===== src/sv/lora_time_on_air_macros.svh =====
// Assertion macros for the LoRa time-on-air block.
// Used by the top level only; compiled out when SYNTHESIS is defined.
`ifndef LORA_TIME_ON_AIR_MACROS_SVH
`define LORA_TIME_ON_AIR_MACROS_SVH
`ifndef SYNTHESIS
// Plain property check, clocked and disabled in reset.
`define LOT_ASSERT(lbl, clk, rstn, prop, msg) \
  lbl: assert property (@(posedge clk) disable iff (!rstn) prop) else $error(msg);
// Overlapping implication check.
`define LOT_ASSERT_IMPL(lbl, clk, rstn, ante, cons, msg) \
  lbl: assert property (@(posedge clk) disable iff (!rstn) (ante) |-> (cons)) else $error(msg);
`else
`define LOT_ASSERT(lbl, clk, rstn, prop, msg)
`define LOT_ASSERT_IMPL(lbl, clk, rstn, ante, cons, msg)
`endif
`endif


===== src/sv/lot_pkg.sv =====
// Shared types, widths, constants and lookup functions for the time-on-air block.
// No dependencies.
`default_nettype none

package lot_pkg;

  // port widths
  localparam int unsigned PAY_W      = 8;
  localparam int unsigned SF_W       = 4;
  localparam int unsigned BWC_W      = 4;
  localparam int unsigned PRE_W      = 16;
  localparam int unsigned OUT_W      = 36;
  localparam int unsigned CFG_IDX_W  = 2;
  localparam int unsigned CFG_DATA_W = 16;

  // spreading factor handling
  localparam int unsigned SF_MIN       = 5;
  localparam int unsigned SF_MAX       = 12;
  localparam int unsigned SF_LONG_MIN  = 7;   // long header variant from here on
  localparam int unsigned LONG_EXTRA   = 8;   // extra numerator bits, long variant
  localparam int unsigned LDRO_RATIO   = 17;  // ldro when 2^sf >= 17 * bw_khz
  localparam int unsigned LDRO_SF_DROP = 2;
  localparam int unsigned QTR_LONG     = 33;  // 8.25 symbols in quarters
  localparam int unsigned QTR_SHORT    = 41;  // 10.25 symbols in quarters

  // datapath widths (sized for CRC_BITS <= 32, HEADER_TERM <= 64)
  localparam int unsigned NUM_W        = 12;
  localparam int unsigned M_W          = NUM_W - 2;
  localparam int unsigned RCP_W        = 16;
  localparam int unsigned RCP_SHIFT    = 16;
  localparam int unsigned PROD_W       = M_W + RCP_W;
  localparam int unsigned SYM_W        = PROD_W - RCP_SHIFT;
  localparam int unsigned Q_W          = 20;
  localparam int unsigned KHZ_W        = 9;
  localparam int unsigned NB_W         = 12;
  localparam int unsigned DB_W         = 9;
  localparam int unsigned P_W          = Q_W + NB_W;
  localparam int unsigned LDRO_W       = 14;

  // pipeline shape
  localparam int unsigned FRONT_STAGES = 5;
  localparam int unsigned DIV_STEP     = 3;
  localparam int unsigned DIV_STAGES   = 15;
  localparam int unsigned X_W          = DIV_STEP * DIV_STAGES;

  // register map
  typedef enum logic [CFG_IDX_W-1:0] {
    CFG_ONLINE = 2'd0,
    CFG_SF     = 2'd1,
    CFG_BW     = 2'd2,
    CFG_PRE    = 2'd3
  } cfg_reg_e;

  // bandwidth codes
  localparam logic [BWC_W-1:0] BW_7K8   = 4'd0;
  localparam logic [BWC_W-1:0] BW_15K6  = 4'd1;
  localparam logic [BWC_W-1:0] BW_31K25 = 4'd2;
  localparam logic [BWC_W-1:0] BW_62K5  = 4'd3;
  localparam logic [BWC_W-1:0] BW_125K  = 4'd4;
  localparam logic [BWC_W-1:0] BW_250K  = 4'd5;
  localparam logic [BWC_W-1:0] BW_500K  = 4'd6;
  localparam logic [BWC_W-1:0] BW_10K4  = 4'd8;
  localparam logic [BWC_W-1:0] BW_20K8  = 4'd9;
  localparam logic [BWC_W-1:0] BW_41K7  = 4'd10;

  // reset values
  localparam logic                 RST_ONLINE = 1'b0;
  localparam logic [SF_W-1:0]      RST_SF     = 4'd7;
  localparam logic [BWC_W-1:0]     RST_BW     = BW_125K;
  localparam logic [PRE_W-1:0]     RST_PRE    = 16'd8;

  // decoded configuration; the user must keep it stable while items are in flight, the block does not enforce it
  typedef struct packed {
    logic              active;    // online and a valid bandwidth
    logic [SF_W-1:0]   sf;        // clamped to 5..12
    logic              sf_long;   // sf >= 7
    logic [SF_W-1:0]   den;       // sf, less 2 with ldro
    logic [RCP_W-1:0]  rcp;       // ceil(2^16 / den)
    logic [NB_W-1:0]   nb;        // 250000 / bw = nb / db, reduced
    logic [DB_W-1:0]   db;
    logic [PRE_W-1:0]  preamble;
  } cfg_t;

  typedef struct packed {
    logic             valid;
    logic [KHZ_W-1:0] khz;
    logic [NB_W-1:0]  nb;
    logic [DB_W-1:0]  db;
  } bw_info_t;

  // divider stage state: dividend/quotient shift word and partial remainder
  typedef struct packed {
    logic [X_W-1:0]  x;
    logic [DB_W-1:0] r;
  } div_t;

  function automatic bw_info_t bw_info(logic [BWC_W-1:0] code);
    bw_info_t res;
    case (code)
      BW_7K8:   res = '{1'b1, 9'd7,   12'd1250, 9'd39};
      BW_15K6:  res = '{1'b1, 9'd15,  12'd625,  9'd39};
      BW_31K25: res = '{1'b1, 9'd31,  12'd8,    9'd1};
      BW_62K5:  res = '{1'b1, 9'd62,  12'd4,    9'd1};
      BW_125K:  res = '{1'b1, 9'd125, 12'd2,    9'd1};
      BW_250K:  res = '{1'b1, 9'd250, 12'd1,    9'd1};
      BW_500K:  res = '{1'b1, 9'd500, 12'd1,    9'd2};
      BW_10K4:  res = '{1'b1, 9'd10,  12'd625,  9'd26};
      BW_20K8:  res = '{1'b1, 9'd20,  12'd625,  9'd52};
      BW_41K7:  res = '{1'b1, 9'd41,  12'd2500, 9'd417};
      default:  res = '{1'b0, 9'd0,   12'd0,    9'd1};
    endcase
    return res;
  endfunction

  // ceil(2^16 / d); exact floor(m / d) for m < 1024 after >> 16
  function automatic logic [RCP_W-1:0] recip(logic [SF_W-1:0] d);
    logic [RCP_W-1:0] res;
    case (d)
      4'd5:    res = 16'd13108;
      4'd6:    res = 16'd10923;
      4'd7:    res = 16'd9363;
      4'd8:    res = 16'd8192;
      4'd9:    res = 16'd7282;
      4'd10:   res = 16'd6554;
      4'd11:   res = 16'd5958;
      4'd12:   res = 16'd5462;
      default: res = 16'd0;
    endcase
    return res;
  endfunction

  // DIV_STEP restoring steps; quotient bits shift in at the bottom of x
  function automatic div_t div_steps(div_t in, logic [DB_W-1:0] d);
    div_t         res;
    logic [DB_W:0] t;
    res = in;
    for (int i = 0; i < DIV_STEP; i++) begin
      t     = {res.r, res.x[X_W-1]};
      res.x = {res.x[X_W-2:0], 1'b0};
      if (t >= {1'b0, d}) begin
        res.r    = DB_W'(t - {1'b0, d});
        res.x[0] = 1'b1;
      end else begin
        res.r = t[DB_W-1:0];
      end
    end
    return res;
  endfunction

endpackage

`default_nettype wire


===== src/sv/lot_cfg.sv =====
// Configuration registers and their decode into lot_pkg::cfg_t.
// Depends on lot_pkg.
`default_nettype none

module lot_cfg (
  input  logic                             clk_i,
  input  logic                             rst_ni,
  input  logic                             cfg_we_i,
  input  logic [lot_pkg::CFG_IDX_W-1:0]    cfg_index_i,
  input  logic [lot_pkg::CFG_DATA_W-1:0]   cfg_data_i,
  output lot_pkg::cfg_t                    cfg_o
);

  logic                            radio_online_q;
  logic [lot_pkg::SF_W-1:0]        spreading_factor_q;
  logic [lot_pkg::BWC_W-1:0]       bandwidth_code_q;
  logic [lot_pkg::PRE_W-1:0]       preamble_length_q;

  always_ff @(posedge clk_i or negedge rst_ni) begin
    if (!rst_ni) begin
      radio_online_q     <= lot_pkg::RST_ONLINE;
      spreading_factor_q <= lot_pkg::RST_SF;
      bandwidth_code_q   <= lot_pkg::RST_BW;
      preamble_length_q  <= lot_pkg::RST_PRE;
    end else if (cfg_we_i) begin
      case (lot_pkg::cfg_reg_e'(cfg_index_i))
        lot_pkg::CFG_ONLINE: radio_online_q     <= cfg_data_i[0];
        lot_pkg::CFG_SF:     spreading_factor_q <= cfg_data_i[lot_pkg::SF_W-1:0];
        lot_pkg::CFG_BW:     bandwidth_code_q   <= cfg_data_i[lot_pkg::BWC_W-1:0];
        lot_pkg::CFG_PRE:    preamble_length_q  <= cfg_data_i[lot_pkg::PRE_W-1:0];
        default: ;
      endcase
    end
  end

  lot_pkg::bw_info_t             bw;
  logic [lot_pkg::SF_W-1:0]      sf_c;
  logic [lot_pkg::LDRO_W-1:0]    two_sf;
  logic [lot_pkg::LDRO_W-1:0]    ldro_thr;
  logic                          sf_long;
  logic                          ldro;
  logic [lot_pkg::SF_W-1:0]      den;

  always_comb begin
    bw = lot_pkg::bw_info(bandwidth_code_q);
    if (spreading_factor_q < lot_pkg::SF_W'(lot_pkg::SF_MIN)) begin
      sf_c = lot_pkg::SF_W'(lot_pkg::SF_MIN);
    end else if (spreading_factor_q > lot_pkg::SF_W'(lot_pkg::SF_MAX)) begin
      sf_c = lot_pkg::SF_W'(lot_pkg::SF_MAX);
    end else begin
      sf_c = spreading_factor_q;
    end
    sf_long  = sf_c >= lot_pkg::SF_W'(lot_pkg::SF_LONG_MIN);
    // floor(2^sf / khz) > 16  <=>  2^sf >= 17 * khz
    two_sf   = lot_pkg::LDRO_W'(1) << sf_c;
    ldro_thr = lot_pkg::LDRO_W'(bw.khz) * lot_pkg::LDRO_W'(lot_pkg::LDRO_RATIO);
    ldro     = sf_long && (two_sf >= ldro_thr);
    den      = ldro ? sf_c - lot_pkg::SF_W'(lot_pkg::LDRO_SF_DROP) : sf_c;

    cfg_o.active   = radio_online_q && bw.valid;
    cfg_o.sf       = sf_c;
    cfg_o.sf_long  = sf_long;
    cfg_o.den      = den;
    cfg_o.rcp      = lot_pkg::recip(den);
    cfg_o.nb       = bw.nb;
    cfg_o.db       = bw.db;
    cfg_o.preamble = preamble_length_q;
  end

endmodule

`default_nettype wire


===== src/sv/lot_front.sv =====
// Front pipeline: symbol count, quarter-symbol total and scaled dividend.
// Five register stages; depends on lot_pkg.
`default_nettype none

module lot_front #(
  parameter int unsigned CRC_BITS    = 16,
  parameter int unsigned HEADER_TERM = 20
) (
  input  logic                         clk_i,
  input  logic                         rst_ni,
  input  lot_pkg::cfg_t                cfg_i,
  input  logic                         valid_i,
  output logic                         ready_o,
  input  logic [lot_pkg::PAY_W-1:0]    payload_i,
  output logic                         valid_o,
  input  logic                         ready_i,
  output logic [lot_pkg::X_W-1:0]      x_o
);

  localparam int unsigned NS = lot_pkg::FRONT_STAGES;

  logic [NS-1:0] v_q;
  logic [NS:0]   rdy;

  assign rdy[NS] = ready_i;
  for (genvar k = 0; k < NS; k++) begin : g_rdy
    assign rdy[k] = !v_q[k] || rdy[k+1];
  end

  assign ready_o = rdy[0];
  assign valid_o = v_q[NS-1];

  always_ff @(posedge clk_i or negedge rst_ni) begin
    if (!rst_ni) begin
      v_q <= '0;
    end else begin
      if (rdy[0]) begin
        v_q[0] <= valid_i;
      end
      for (int k = 1; k < NS; k++) begin
        if (rdy[k]) begin
          v_q[k] <= v_q[k-1];
        end
      end
    end
  end

  // stage 0: ceil numerator, clamped, pre-divided by 4
  logic [lot_pkg::NUM_W-1:0]  num_pos;
  logic [lot_pkg::NUM_W-1:0]  num_sub;
  logic [lot_pkg::NUM_W-1:0]  num_ceil;
  logic [lot_pkg::M_W-1:0]    m_d, m_q;

  always_comb begin
    num_pos = lot_pkg::NUM_W'({payload_i, 3'b000}) + lot_pkg::NUM_W'(CRC_BITS)
            + lot_pkg::NUM_W'(HEADER_TERM)
            + (cfg_i.sf_long ? lot_pkg::NUM_W'(lot_pkg::LONG_EXTRA) : '0);
    num_sub = lot_pkg::NUM_W'({cfg_i.sf, 2'b00});
    num_ceil = num_pos - num_sub + lot_pkg::NUM_W'({cfg_i.den, 2'b00})
             - lot_pkg::NUM_W'(1);
    m_d = (num_pos > num_sub) ? num_ceil[lot_pkg::NUM_W-1:2] : '0;
  end

  // stage 1: payload symbols = floor(m / den) by reciprocal
  logic [lot_pkg::PROD_W-1:0] sym_prod;
  logic [lot_pkg::SYM_W-1:0]  syms_q;

  assign sym_prod = lot_pkg::PROD_W'(m_q) * lot_pkg::PROD_W'(cfg_i.rcp);

  // stage 2: total in quarter symbols
  logic [lot_pkg::Q_W-3:0]    sym_sum;
  logic [lot_pkg::Q_W-1:0]    qtr_d, qtr_q;

  always_comb begin
    sym_sum = (lot_pkg::Q_W-2)'(syms_q) + (lot_pkg::Q_W-2)'(cfg_i.preamble);
    qtr_d   = {sym_sum, 2'b00}
            + (cfg_i.sf_long ? lot_pkg::Q_W'(lot_pkg::QTR_LONG)
                             : lot_pkg::Q_W'(lot_pkg::QTR_SHORT));
  end

  // stage 3: scale by the bandwidth numerator
  logic [lot_pkg::P_W-1:0]    p_d, p_q;
  assign p_d = lot_pkg::P_W'(qtr_q) * lot_pkg::P_W'(cfg_i.nb);

  // stage 4: times 2^sf; zero dividend when offline or bandwidth unused
  logic [lot_pkg::X_W-1:0]    x_d, x_q;
  assign x_d = cfg_i.active ? (lot_pkg::X_W'(p_q) << cfg_i.sf) : '0;

  always_ff @(posedge clk_i) begin
    if (rdy[0]) m_q    <= m_d;
    if (rdy[1]) syms_q <= sym_prod[lot_pkg::PROD_W-1:lot_pkg::RCP_SHIFT];
    if (rdy[2]) qtr_q  <= qtr_d;
    if (rdy[3]) p_q    <= p_d;
    if (rdy[4]) x_q    <= x_d;
  end

  assign x_o = x_q;

endmodule

`default_nettype wire


===== src/sv/lot_div.sv =====
// Pipelined restoring divider, DIV_STEP quotient bits per stage.
// Depends on lot_pkg.
`default_nettype none

module lot_div (
  input  logic                         clk_i,
  input  logic                         rst_ni,
  input  logic [lot_pkg::DB_W-1:0]     divisor_i,
  input  logic                         valid_i,
  output logic                         ready_o,
  input  logic [lot_pkg::X_W-1:0]      x_i,
  output logic                         valid_o,
  input  logic                         ready_i,
  output logic [lot_pkg::X_W-1:0]      quot_o
);

  localparam int unsigned NS = lot_pkg::DIV_STAGES;

  logic [NS-1:0]  v_q;
  logic [NS:0]    rdy;
  lot_pkg::div_t  st_q [NS];
  lot_pkg::div_t  st_d [NS];
  lot_pkg::div_t  head;

  assign rdy[NS] = ready_i;
  assign head    = '{x: x_i, r: '0};

  for (genvar k = 0; k < NS; k++) begin : g_stage
    assign rdy[k] = !v_q[k] || rdy[k+1];
    if (k == 0) begin : g_first
      assign st_d[k] = lot_pkg::div_steps(head, divisor_i);
    end else begin : g_next
      assign st_d[k] = lot_pkg::div_steps(st_q[k-1], divisor_i);
    end

    always_ff @(posedge clk_i) begin
      if (rdy[k]) st_q[k] <= st_d[k];
    end
  end

  always_ff @(posedge clk_i or negedge rst_ni) begin
    if (!rst_ni) begin
      v_q <= '0;
    end else begin
      if (rdy[0]) begin
        v_q[0] <= valid_i;
      end
      for (int k = 1; k < NS; k++) begin
        if (rdy[k]) begin
          v_q[k] <= v_q[k-1];
        end
      end
    end
  end

  assign ready_o = rdy[0];
  assign valid_o = v_q[NS-1];
  assign quot_o  = st_q[NS-1].x;

endmodule

`default_nettype wire


===== src/sv/lora_time_on_air.sv =====
// LoRa time on air: payload length in, airtime in whole microseconds out.
// Pipeline: 5 front stages plus 15 divider stages, 3 quotient bits each.
// Throughput one beat per cycle while the output is not stalled; a stall holds only the stages that are full.
// Reset (async, active low) empties the pipe and loads the register defaults.
// Uses lot_pkg, lot_cfg, lot_front, lot_div and lora_time_on_air_macros.svh.
`default_nettype none
`include "lora_time_on_air_macros.svh"

module lora_time_on_air #(
  parameter int unsigned CRC_BITS    = 16,
  parameter int unsigned HEADER_TERM = 20
) (
  input  logic                              clk_i,
  input  logic                              rst_ni,
  // configuration write channel
  input  logic                              cfg_valid_i,
  output logic                              cfg_ready_o,
  input  logic [lot_pkg::CFG_IDX_W-1:0]     cfg_index_i,
  input  logic [lot_pkg::CFG_DATA_W-1:0]    cfg_data_i,
  // payload length in
  input  logic                              in_valid_i,
  output logic                              in_stall_o,
  input  logic [lot_pkg::PAY_W-1:0]         payload_length_i,
  // airtime out
  output logic                              out_valid_o,
  input  logic                              out_stall_i,
  output logic [lot_pkg::OUT_W-1:0]         airtime_us_o
);

  // The math, all exact integer work:
  //   Q     = 4 * (ceil(max(0,num) / (4 * den)) + preamble) + 33 or 41 quarter symbols
  //   t_us  = floor(Q * 2^sf * 250000 / bw)
  // 250000 / bw is kept as a reduced fraction nb / db from a table, so the
  // final step is a 45-bit dividend over a divisor of at most 417. The small
  // symbol division uses a reciprocal table (den is only 5..12).

  // Config regs are always writable; writes are expected only while idle.
  assign cfg_ready_o = 1'b1;

  lot_pkg::cfg_t cfg;

  lot_cfg u_cfg (
    .clk_i       (clk_i),
    .rst_ni      (rst_ni),
    .cfg_we_i    (cfg_valid_i && cfg_ready_o),
    .cfg_index_i (cfg_index_i),
    .cfg_data_i  (cfg_data_i),
    .cfg_o       (cfg)
  );

  // Front: numerator/ceil, symbol divide, quarter total, nb scale, 2^sf shift.
  logic                      front_ready;
  logic                      front_valid;
  logic                      div_ready;
  logic [lot_pkg::X_W-1:0]   front_x;

  lot_front #(
    .CRC_BITS    (CRC_BITS),
    .HEADER_TERM (HEADER_TERM)
  ) u_front (
    .clk_i     (clk_i),
    .rst_ni    (rst_ni),
    .cfg_i     (cfg),
    .valid_i   (in_valid_i),
    .ready_o   (front_ready),
    .payload_i (payload_length_i),
    .valid_o   (front_valid),
    .ready_i   (div_ready),
    .x_o       (front_x)
  );

  // Divide by db. Offline or unused bandwidth feeds a zero dividend,
  // which comes out as a zero airtime.
  logic [lot_pkg::X_W-1:0]   quot;

  lot_div u_div (
    .clk_i     (clk_i),
    .rst_ni    (rst_ni),
    .divisor_i (cfg.db),
    .valid_i   (front_valid),
    .ready_o   (div_ready),
    .x_i       (front_x),
    .valid_o   (out_valid_o),
    .ready_i   (!out_stall_i),
    .quot_o    (quot)
  );

  // Each stage advances when it is empty or the next one moves, so bubbles
  // fill in behind a stalled output and the last stage doubles as the
  // output register.
  assign in_stall_o   = !front_ready;
  assign airtime_us_o = quot[lot_pkg::OUT_W-1:0];

  // Occupancy, checks only.
  localparam int unsigned TOTAL = lot_pkg::FRONT_STAGES + lot_pkg::DIV_STAGES;
  localparam int unsigned OCC_W = $clog2(TOTAL + 1);

  logic             in_beat;
  logic             out_beat;
  logic [OCC_W-1:0] occ_d, occ_q;

  assign in_beat  = in_valid_i && !in_stall_o;
  assign out_beat = out_valid_o && !out_stall_i;
  assign occ_d    = occ_q + OCC_W'(in_beat) - OCC_W'(out_beat);

  always_ff @(posedge clk_i or negedge rst_ni) begin
    if (!rst_ni) begin
      occ_q <= '0;
    end else begin
      occ_q <= occ_d;
    end
  end

  `LOT_ASSERT(a_occ_bound, clk_i, rst_ni, (occ_q <= OCC_W'(TOTAL)), "pipe holds too many beats")
  `LOT_ASSERT_IMPL(a_empty_idle, clk_i, rst_ni, (occ_q == '0), !out_valid_o, "result from empty pipe")
  `LOT_ASSERT_IMPL(a_stall_cause, clk_i, rst_ni, in_stall_o, (out_valid_o && out_stall_i), "input stalled without output stall")
  `LOT_ASSERT_IMPL(a_full_stall, clk_i, rst_ni, ((occ_q == OCC_W'(TOTAL)) && out_stall_i), in_stall_o, "input taken into full pipe")

endmodule

`default_nettype wire

===== config.mk =====
export PLATFORM = sky130hd
export DESIGN_NAME = lora_time_on_air
export DESIGN_NICKNAME = d
export VERILOG_FILES = /design/src/sv/lot_pkg.sv /design/src/sv/lot_cfg.sv /design/src/sv/lot_front.sv /design/src/sv/lot_div.sv /design/src/sv/lora_time_on_air.sv
export VERILOG_INCLUDE_DIRS = /design/src /design/src/sv
export SDC_FILE = /design/constraint.sdc
export NUM_CORES = 2
export LEC_CHECK = 0
export BUFFER_PORTS_ARGS = -buffer_cell sky130_fd_sc_hd__buf_2
export CAP_MARGIN = 20
export CORE_ASPECT_RATIO = 0.75
export CORE_MARGIN = 2
export CORE_UTILIZATION = 25
export DETAILED_ROUTE_END_ITERATION = 10
export PLACE_DENSITY = 0.48
export SYNTH_ARGS = -nofsm -noshare
export SYNTH_HDL_FRONTEND = slang
export SYNTH_SLANG_ARGS = --single-unit

===== constraint.sdc =====
create_clock -name clk_i -period 41.9 [get_ports clk_i]
set_input_delay 8.38 -clock clk_i [delete_from_list [all_inputs] [get_ports clk_i]]
set_output_delay 8.38 -clock clk_i [all_outputs]
set_load 0.02 [all_outputs]

# Yosys cells after proc, flatten, opt, wreduce, memory -nomap -nowiden
# Memory sizes are Yosys's and may differ from the RTL's.
# Cells that the tools add are included.
# op_classes
add_sub_neg	54
n_mul	3
n_lt_le_gt_ge	50
n_eq_ne	3
shifts	2
muxes	125
reduce_logical	49
# op_table
op	n
greater-or-equal comparator 10 x 9 -> 1 bit	44
2-to-1 mux 9 bit	45
subtractor 9 bit	44
2-to-1 mux 1 bit	75
<< shifter 32 x 4 -> 45 bit	1
multiplier 20 x 12 -> 32 bit	1
multiplier 10 x 16 -> 26 bit	1
zero test 1 bit	22
adder 20 bit	1
logical OR 1 bit	20
2-to-1 mux 4 bit	5
adder 10 x 16 -> 17 bit	1
greater-or-equal comparator 14 bit	1
multiplier 9 x 5 -> 14 bit, second input constant	1
<< shifter 1 x 4 -> 14 bit, first input constant	1
adder 11 x 5 -> 12 bit, second input constant	1
adder 12 bit	1
adder 12 x 5 -> 12 bit, second input constant	1
adder 12 x 6 -> 12 bit	1
> comparator 12 x 6 -> 1 bit	1
subtractor 12 x 1 -> 12 bit, second input constant	1
subtractor 12 x 6 -> 12 bit	1
greater-or-equal comparator 1 x 9 -> 1 bit	1
subtractor 1 x 9 -> 9 bit	1
9 further kinds	14
# totals
reg_bits	162
ram_bits	810
romBits	704
out_inout_bits	39
word_cells	318
memories	3
# mem_list
memory	depth	word_bits	read_ports	rd_clocked_by_memory_dff	write_ports	line_no	text
u_div.st_q	15	54	15	0	15	lot_div.sv:21	lot_pkg::div_t st_q [NS];
(no name shown)	16	30	1	0	0	lot_pkg.sv:99	case (code)
(no name shown)	16	14	1	0	0	lot_pkg.sv:118	case (d)

# Logic depth before layout (Yosys ltp)
# depth
depth_word	22
mapped_depth	50

# Modules after synthesis
# Synthesis repeated with hierarchy kept, for this count alone.
# unflattened
cells_unflattened	5777
hier_area_um2	66053.4
# modules_own_cells
mod	n_inst	cells_each	area_each_um2	seq_area_each_um2
lot_div	1	3509	44695.4	24428.4
lot_front	1	2001	18864.3	3578.4
lot_cfg	1	263	2474.9	631.9
lora_time_on_air	1	4	18.8	0.0

# Worst setup path before layout
# Ideal clock, no wire load.
# synth_timing
path_kind	input to output
startpoint	input out_stall_i
endpoint	output in_stall_o
t_arrival_ps	14291
t_required_ps	33520
setup_slack_ps	19229
path_stages	12
path_buffers	0
cell_sequence	and3_1 inv_1 nor2_1 and2_1 inv_1 nor3_1 nand3_1 nor2_1 inv_1 nor2_1 nand3_1 inv_1
# synth_via
elab_chain_len	22
# synth_rtl
item	line_no	text
from (decl)	lora_time_on_air.sv:26	input logic out_stall_i,
zero test 1 bit	-	
logical OR 1 bit (2 in a row)	lot_div.sv:29	assign rdy[k] = !v_q[k] || rdy[k+1];
net u_div.rdy[13]	lot_div.sv:20	logic [NS:0] rdy;
logical OR 1 bit (4 in a row)	lot_div.sv:29	
net u_div.rdy[9]	lot_div.sv:20	
logical OR 1 bit (8 in a row)	lot_div.sv:29	
net u_div.rdy[1]	lot_div.sv:20	
logical OR 1 bit	lot_div.sv:29	
net div_ready	lora_time_on_air.sv:54	logic div_ready;
logical OR 1 bit (5 in a row)	lot_front.sv:27	assign rdy[k] = !v_q[k] || rdy[k+1];
zero test 1 bit	lora_time_on_air.sv:91	assign in_stall_o = !front_ready;
to (decl)	lora_time_on_air.sv:22	output logic in_stall_o,
# The timed path passes the listed nets, and every way through them passes these cells.

# Final worst setup path
# Same ends and word-level chain as after synthesis.

==> metrics.yaml <==
cells_and_area:
  final_cell_area_sq_um: 67800
  fillers: 25000
  area_growth_pct: 12.1
  regArea_sq_um: 24800
  multiInputGateArea_sq_um: 33400
  utilization_pct: 28.2
  num-nets-final: 6395
  layout_common_cells: "789 x edfxtp_1, 553 x ha_1, 456 x inv_1"
  stdcell_count: 8814
  drive_above_1_share_pct: 9.33
  layout_commonest_cell: "edfxtp_1"
detailed_routing:
  drt-total-wl_um: 138000
  vias_per_cell: 4.53
  ant_nets: 0
  wire_per_inst_um: 15.6
  first_iter_violations: 2436
  drt_pass1_iterations: 5
  vias: 39900
  drc: 0
floorplanning:
  start_util_pct: 25.1
  io_pins: 70
  die-area_sq_um: 246000
  fp-row-count: 156
  fp.coreArea_sq_um: 241000
  fp.dieH_um: 430
  dieWidth_um: 572
worst_hold_path:
  hp-class: "reg -> reg"
  whs_path_depth: 0
  hp-start: "u_front.x_o[15]"
sta:
  period_needed_ns: 20.54
  fin_crit_sh_pct: 49.0
  maxSlewViolCount: 0
  skew_ns: 0.0476
  rsz0062_at_grt: "no"
  clock.fmax_mhz: 48.7
  tightest_slew_ns: 0.967
  finalSetupViolCount: 0
  slew_headroom_pct: 35.5
  finalSetupTns_ns: 0
  final_hold_viol_count: 0
logic_synthesis:
  ys_types: 112
  ys_ff_latch: 834
  yosysWarnings: 0
  synthFlopType: "edfxtp_1"
  synth_edf_count: 789
  synth-async-reset-ratio_pct: 5.40
  synthesis.area_sq_um: 60500
  synth_area_per_cell_sq_um: 11.2
  synthCells: 5400
  synth-seq-area-share_pct: 41.0
grt:
  globalRouteOverflowTotal: 0
  grt_pass1_wl_um: 224000
  grt_max_degree: 61
  antenna_found_initial: 9
  grt_pass1_vias: 40200
  grt.total_usage_pct: 11.2
worst_setup_path:
  cp.arrival_ns: 12.16
  path_class: "in -> out"
  end_kind: "output port"
  critPathLaunch: "out_stall_i"
  crit_required_ns: 33.52
  critPathLaunchType: "primary input"
  r2r_cells: 46
  path_max_fanout: 50
  r2r-start: "u_cfg.bandwidth_code_q[1]"
clock_network:
  clk_latency_ns: 0.69
  clock_path_buffers: 3
  cts_buffers: 85
  clk_pin_slew_worst_paths_ns: 0.06
  ctsResizeCount: 0
  cts_tree: "yes"
  cts_hold_buf: 0
  cts_setup_buffers: 0
  htreeDepth: 3
  cts_sinks: 834
  cts-root-buf: "clkbuf_16"
run_status:
  status: "finished clean"
placed_design:
  io_buffers: 68
  dp_cells: 8649
  place.gp.congestion: 0.798
  dp.final_hpwl_um: 105000
  dpl_cell_area_sq_um: 64900
job:
  maxCapViolCount: 0
-- per-stage QoR --
step                      hold WS (ns)  setup slack (ns)
after floorplan                  0.400             19.23
after global placement           0.400             21.29
after detailed placement         0.405             21.21
after CTS                        0.388             21.19
after global routing             0.407             20.83
final                            0.403             21.36
-- worst paths after layout --
kind,slack [ns],end
max in group asynchronous,33.46,u_cfg.spreading_factor_q[3]
setup reg to reg,29.38,u_front.syms_q[9]
setup / recovery,21.36,in_stall_o
hold reg to reg,0.40,u_div.st_q[0][27]
min in group asynchronous,7.85,u_cfg.preamble_length_q[5]
hold / removal,0.40,u_div.st_q[0][27]
-- metal layers --
layer,GRT usage [%],vias to the layer above,wire length [um]
met1,16.9,19500,71800
met5,0,-,12
met4,2.14,2,2370
met3,1.60,156,5050
li1,-,19700,-
met2,16.9,578,58300
-- registers in the layout (all words and copies together) (netlist names) --
| signal | count |
|---|---|
| u_cfg.preamble_length_q | 16 |
| u_div.st_q | 675 |
| u_front.v_q | 5 |
| u_front.p_q | 32 |
| u_front.x_o | 45 |
| u_cfg.bandwidth_code_q | 4 |
| u_front.syms_q | 10 |
| u_cfg.radio_online_q | 1 |
| u_div.v_q | 15 |
| u_front.qtr_q | 18 |
| u_front.m_q | 9 |
| u_cfg.spreading_factor_q | 4 |
-- cell type report --
| type | instances | area share [%] |
|---|---|---|
| Antenna cell | 4 | 0.0148 |
| Clock buffer | 103 | 3.34 |
| Clock inverter | 55 | 0.957 |
| Inverter | 469 | 2.59 |
| Multi-Input combinational cell | 3981 | 49.3 |
| Sequential cell | 834 | 36.6 |
| Tap cell | 3239 | 5.97 |
| Timing Repair Buffer | 129 | 1.25 |
-- worst max-delay path: stages --
cell and delay [ns]:
buf_2 0.10, and3_1 0.25, inv_2 0.06, nor2_1 0.21
and2_1 0.32, inv_2 0.08, nor3_1 0.58, nand3_2 0.12
buf_4 0.33, nor2_1 0.39, inv_2 0.08, nor2_1 0.24
nand3_1 0.45, inv_1 0.27, buf_2 0.20
-- synth_stat cells (all sizes together) (23+ instances only) --
library cell,count,area [sq um]
mux2,109,1250
nor2b,103,644
ha,553,6920
and3,43,269
a211oi,103,856
nand2b,118,738
xnor2,149,1310
or3,23,144
a31oi,24,150
clkbuf,73,274
xor2,122,1070
nor2,327,1240
edfxtp,789,23700
nand2,340,1280
a21o,89,668
o21a,70,526
dfrtp,40,1000
mux2i,143,1440
nor3,90,477
nand3,80,400
or2,59,372
o31a,27,236
nand4,76,475
and2,191,1190
inv,468,1760
o21ai,237,1190
fa,311,6230
o31ai,43,337
a21oi,229,1150
buf,67,444
-- cells by family (layout without fill, tap and decap cells) --
| group | Yosys count | in the layout | synth area share (%) |
|---|---|---|---|
| AO/OA/AOI/OAI | 1036 | 1036 | 11.8 |
| XOR/XNOR | 271 | 271 | 3.92 |
| adder cells (fa/ha/maj) | 864 | 864 | 21.7 |
| buffers and inverters | 609 | 756 | 4.09 |
| flip-flops | 834 | 834 | 41.0 |
| multiplexers | 252 | 252 | 4.45 |
| other | 2 | 30 | 0.0124 |
| AND/OR/NAND/NOR | 1532 | 1532 | 13.0 |
Power is left out: the tool's default activity adds up to more than one toggle a clock period on the data nets, which glitch-free logic cannot reach.
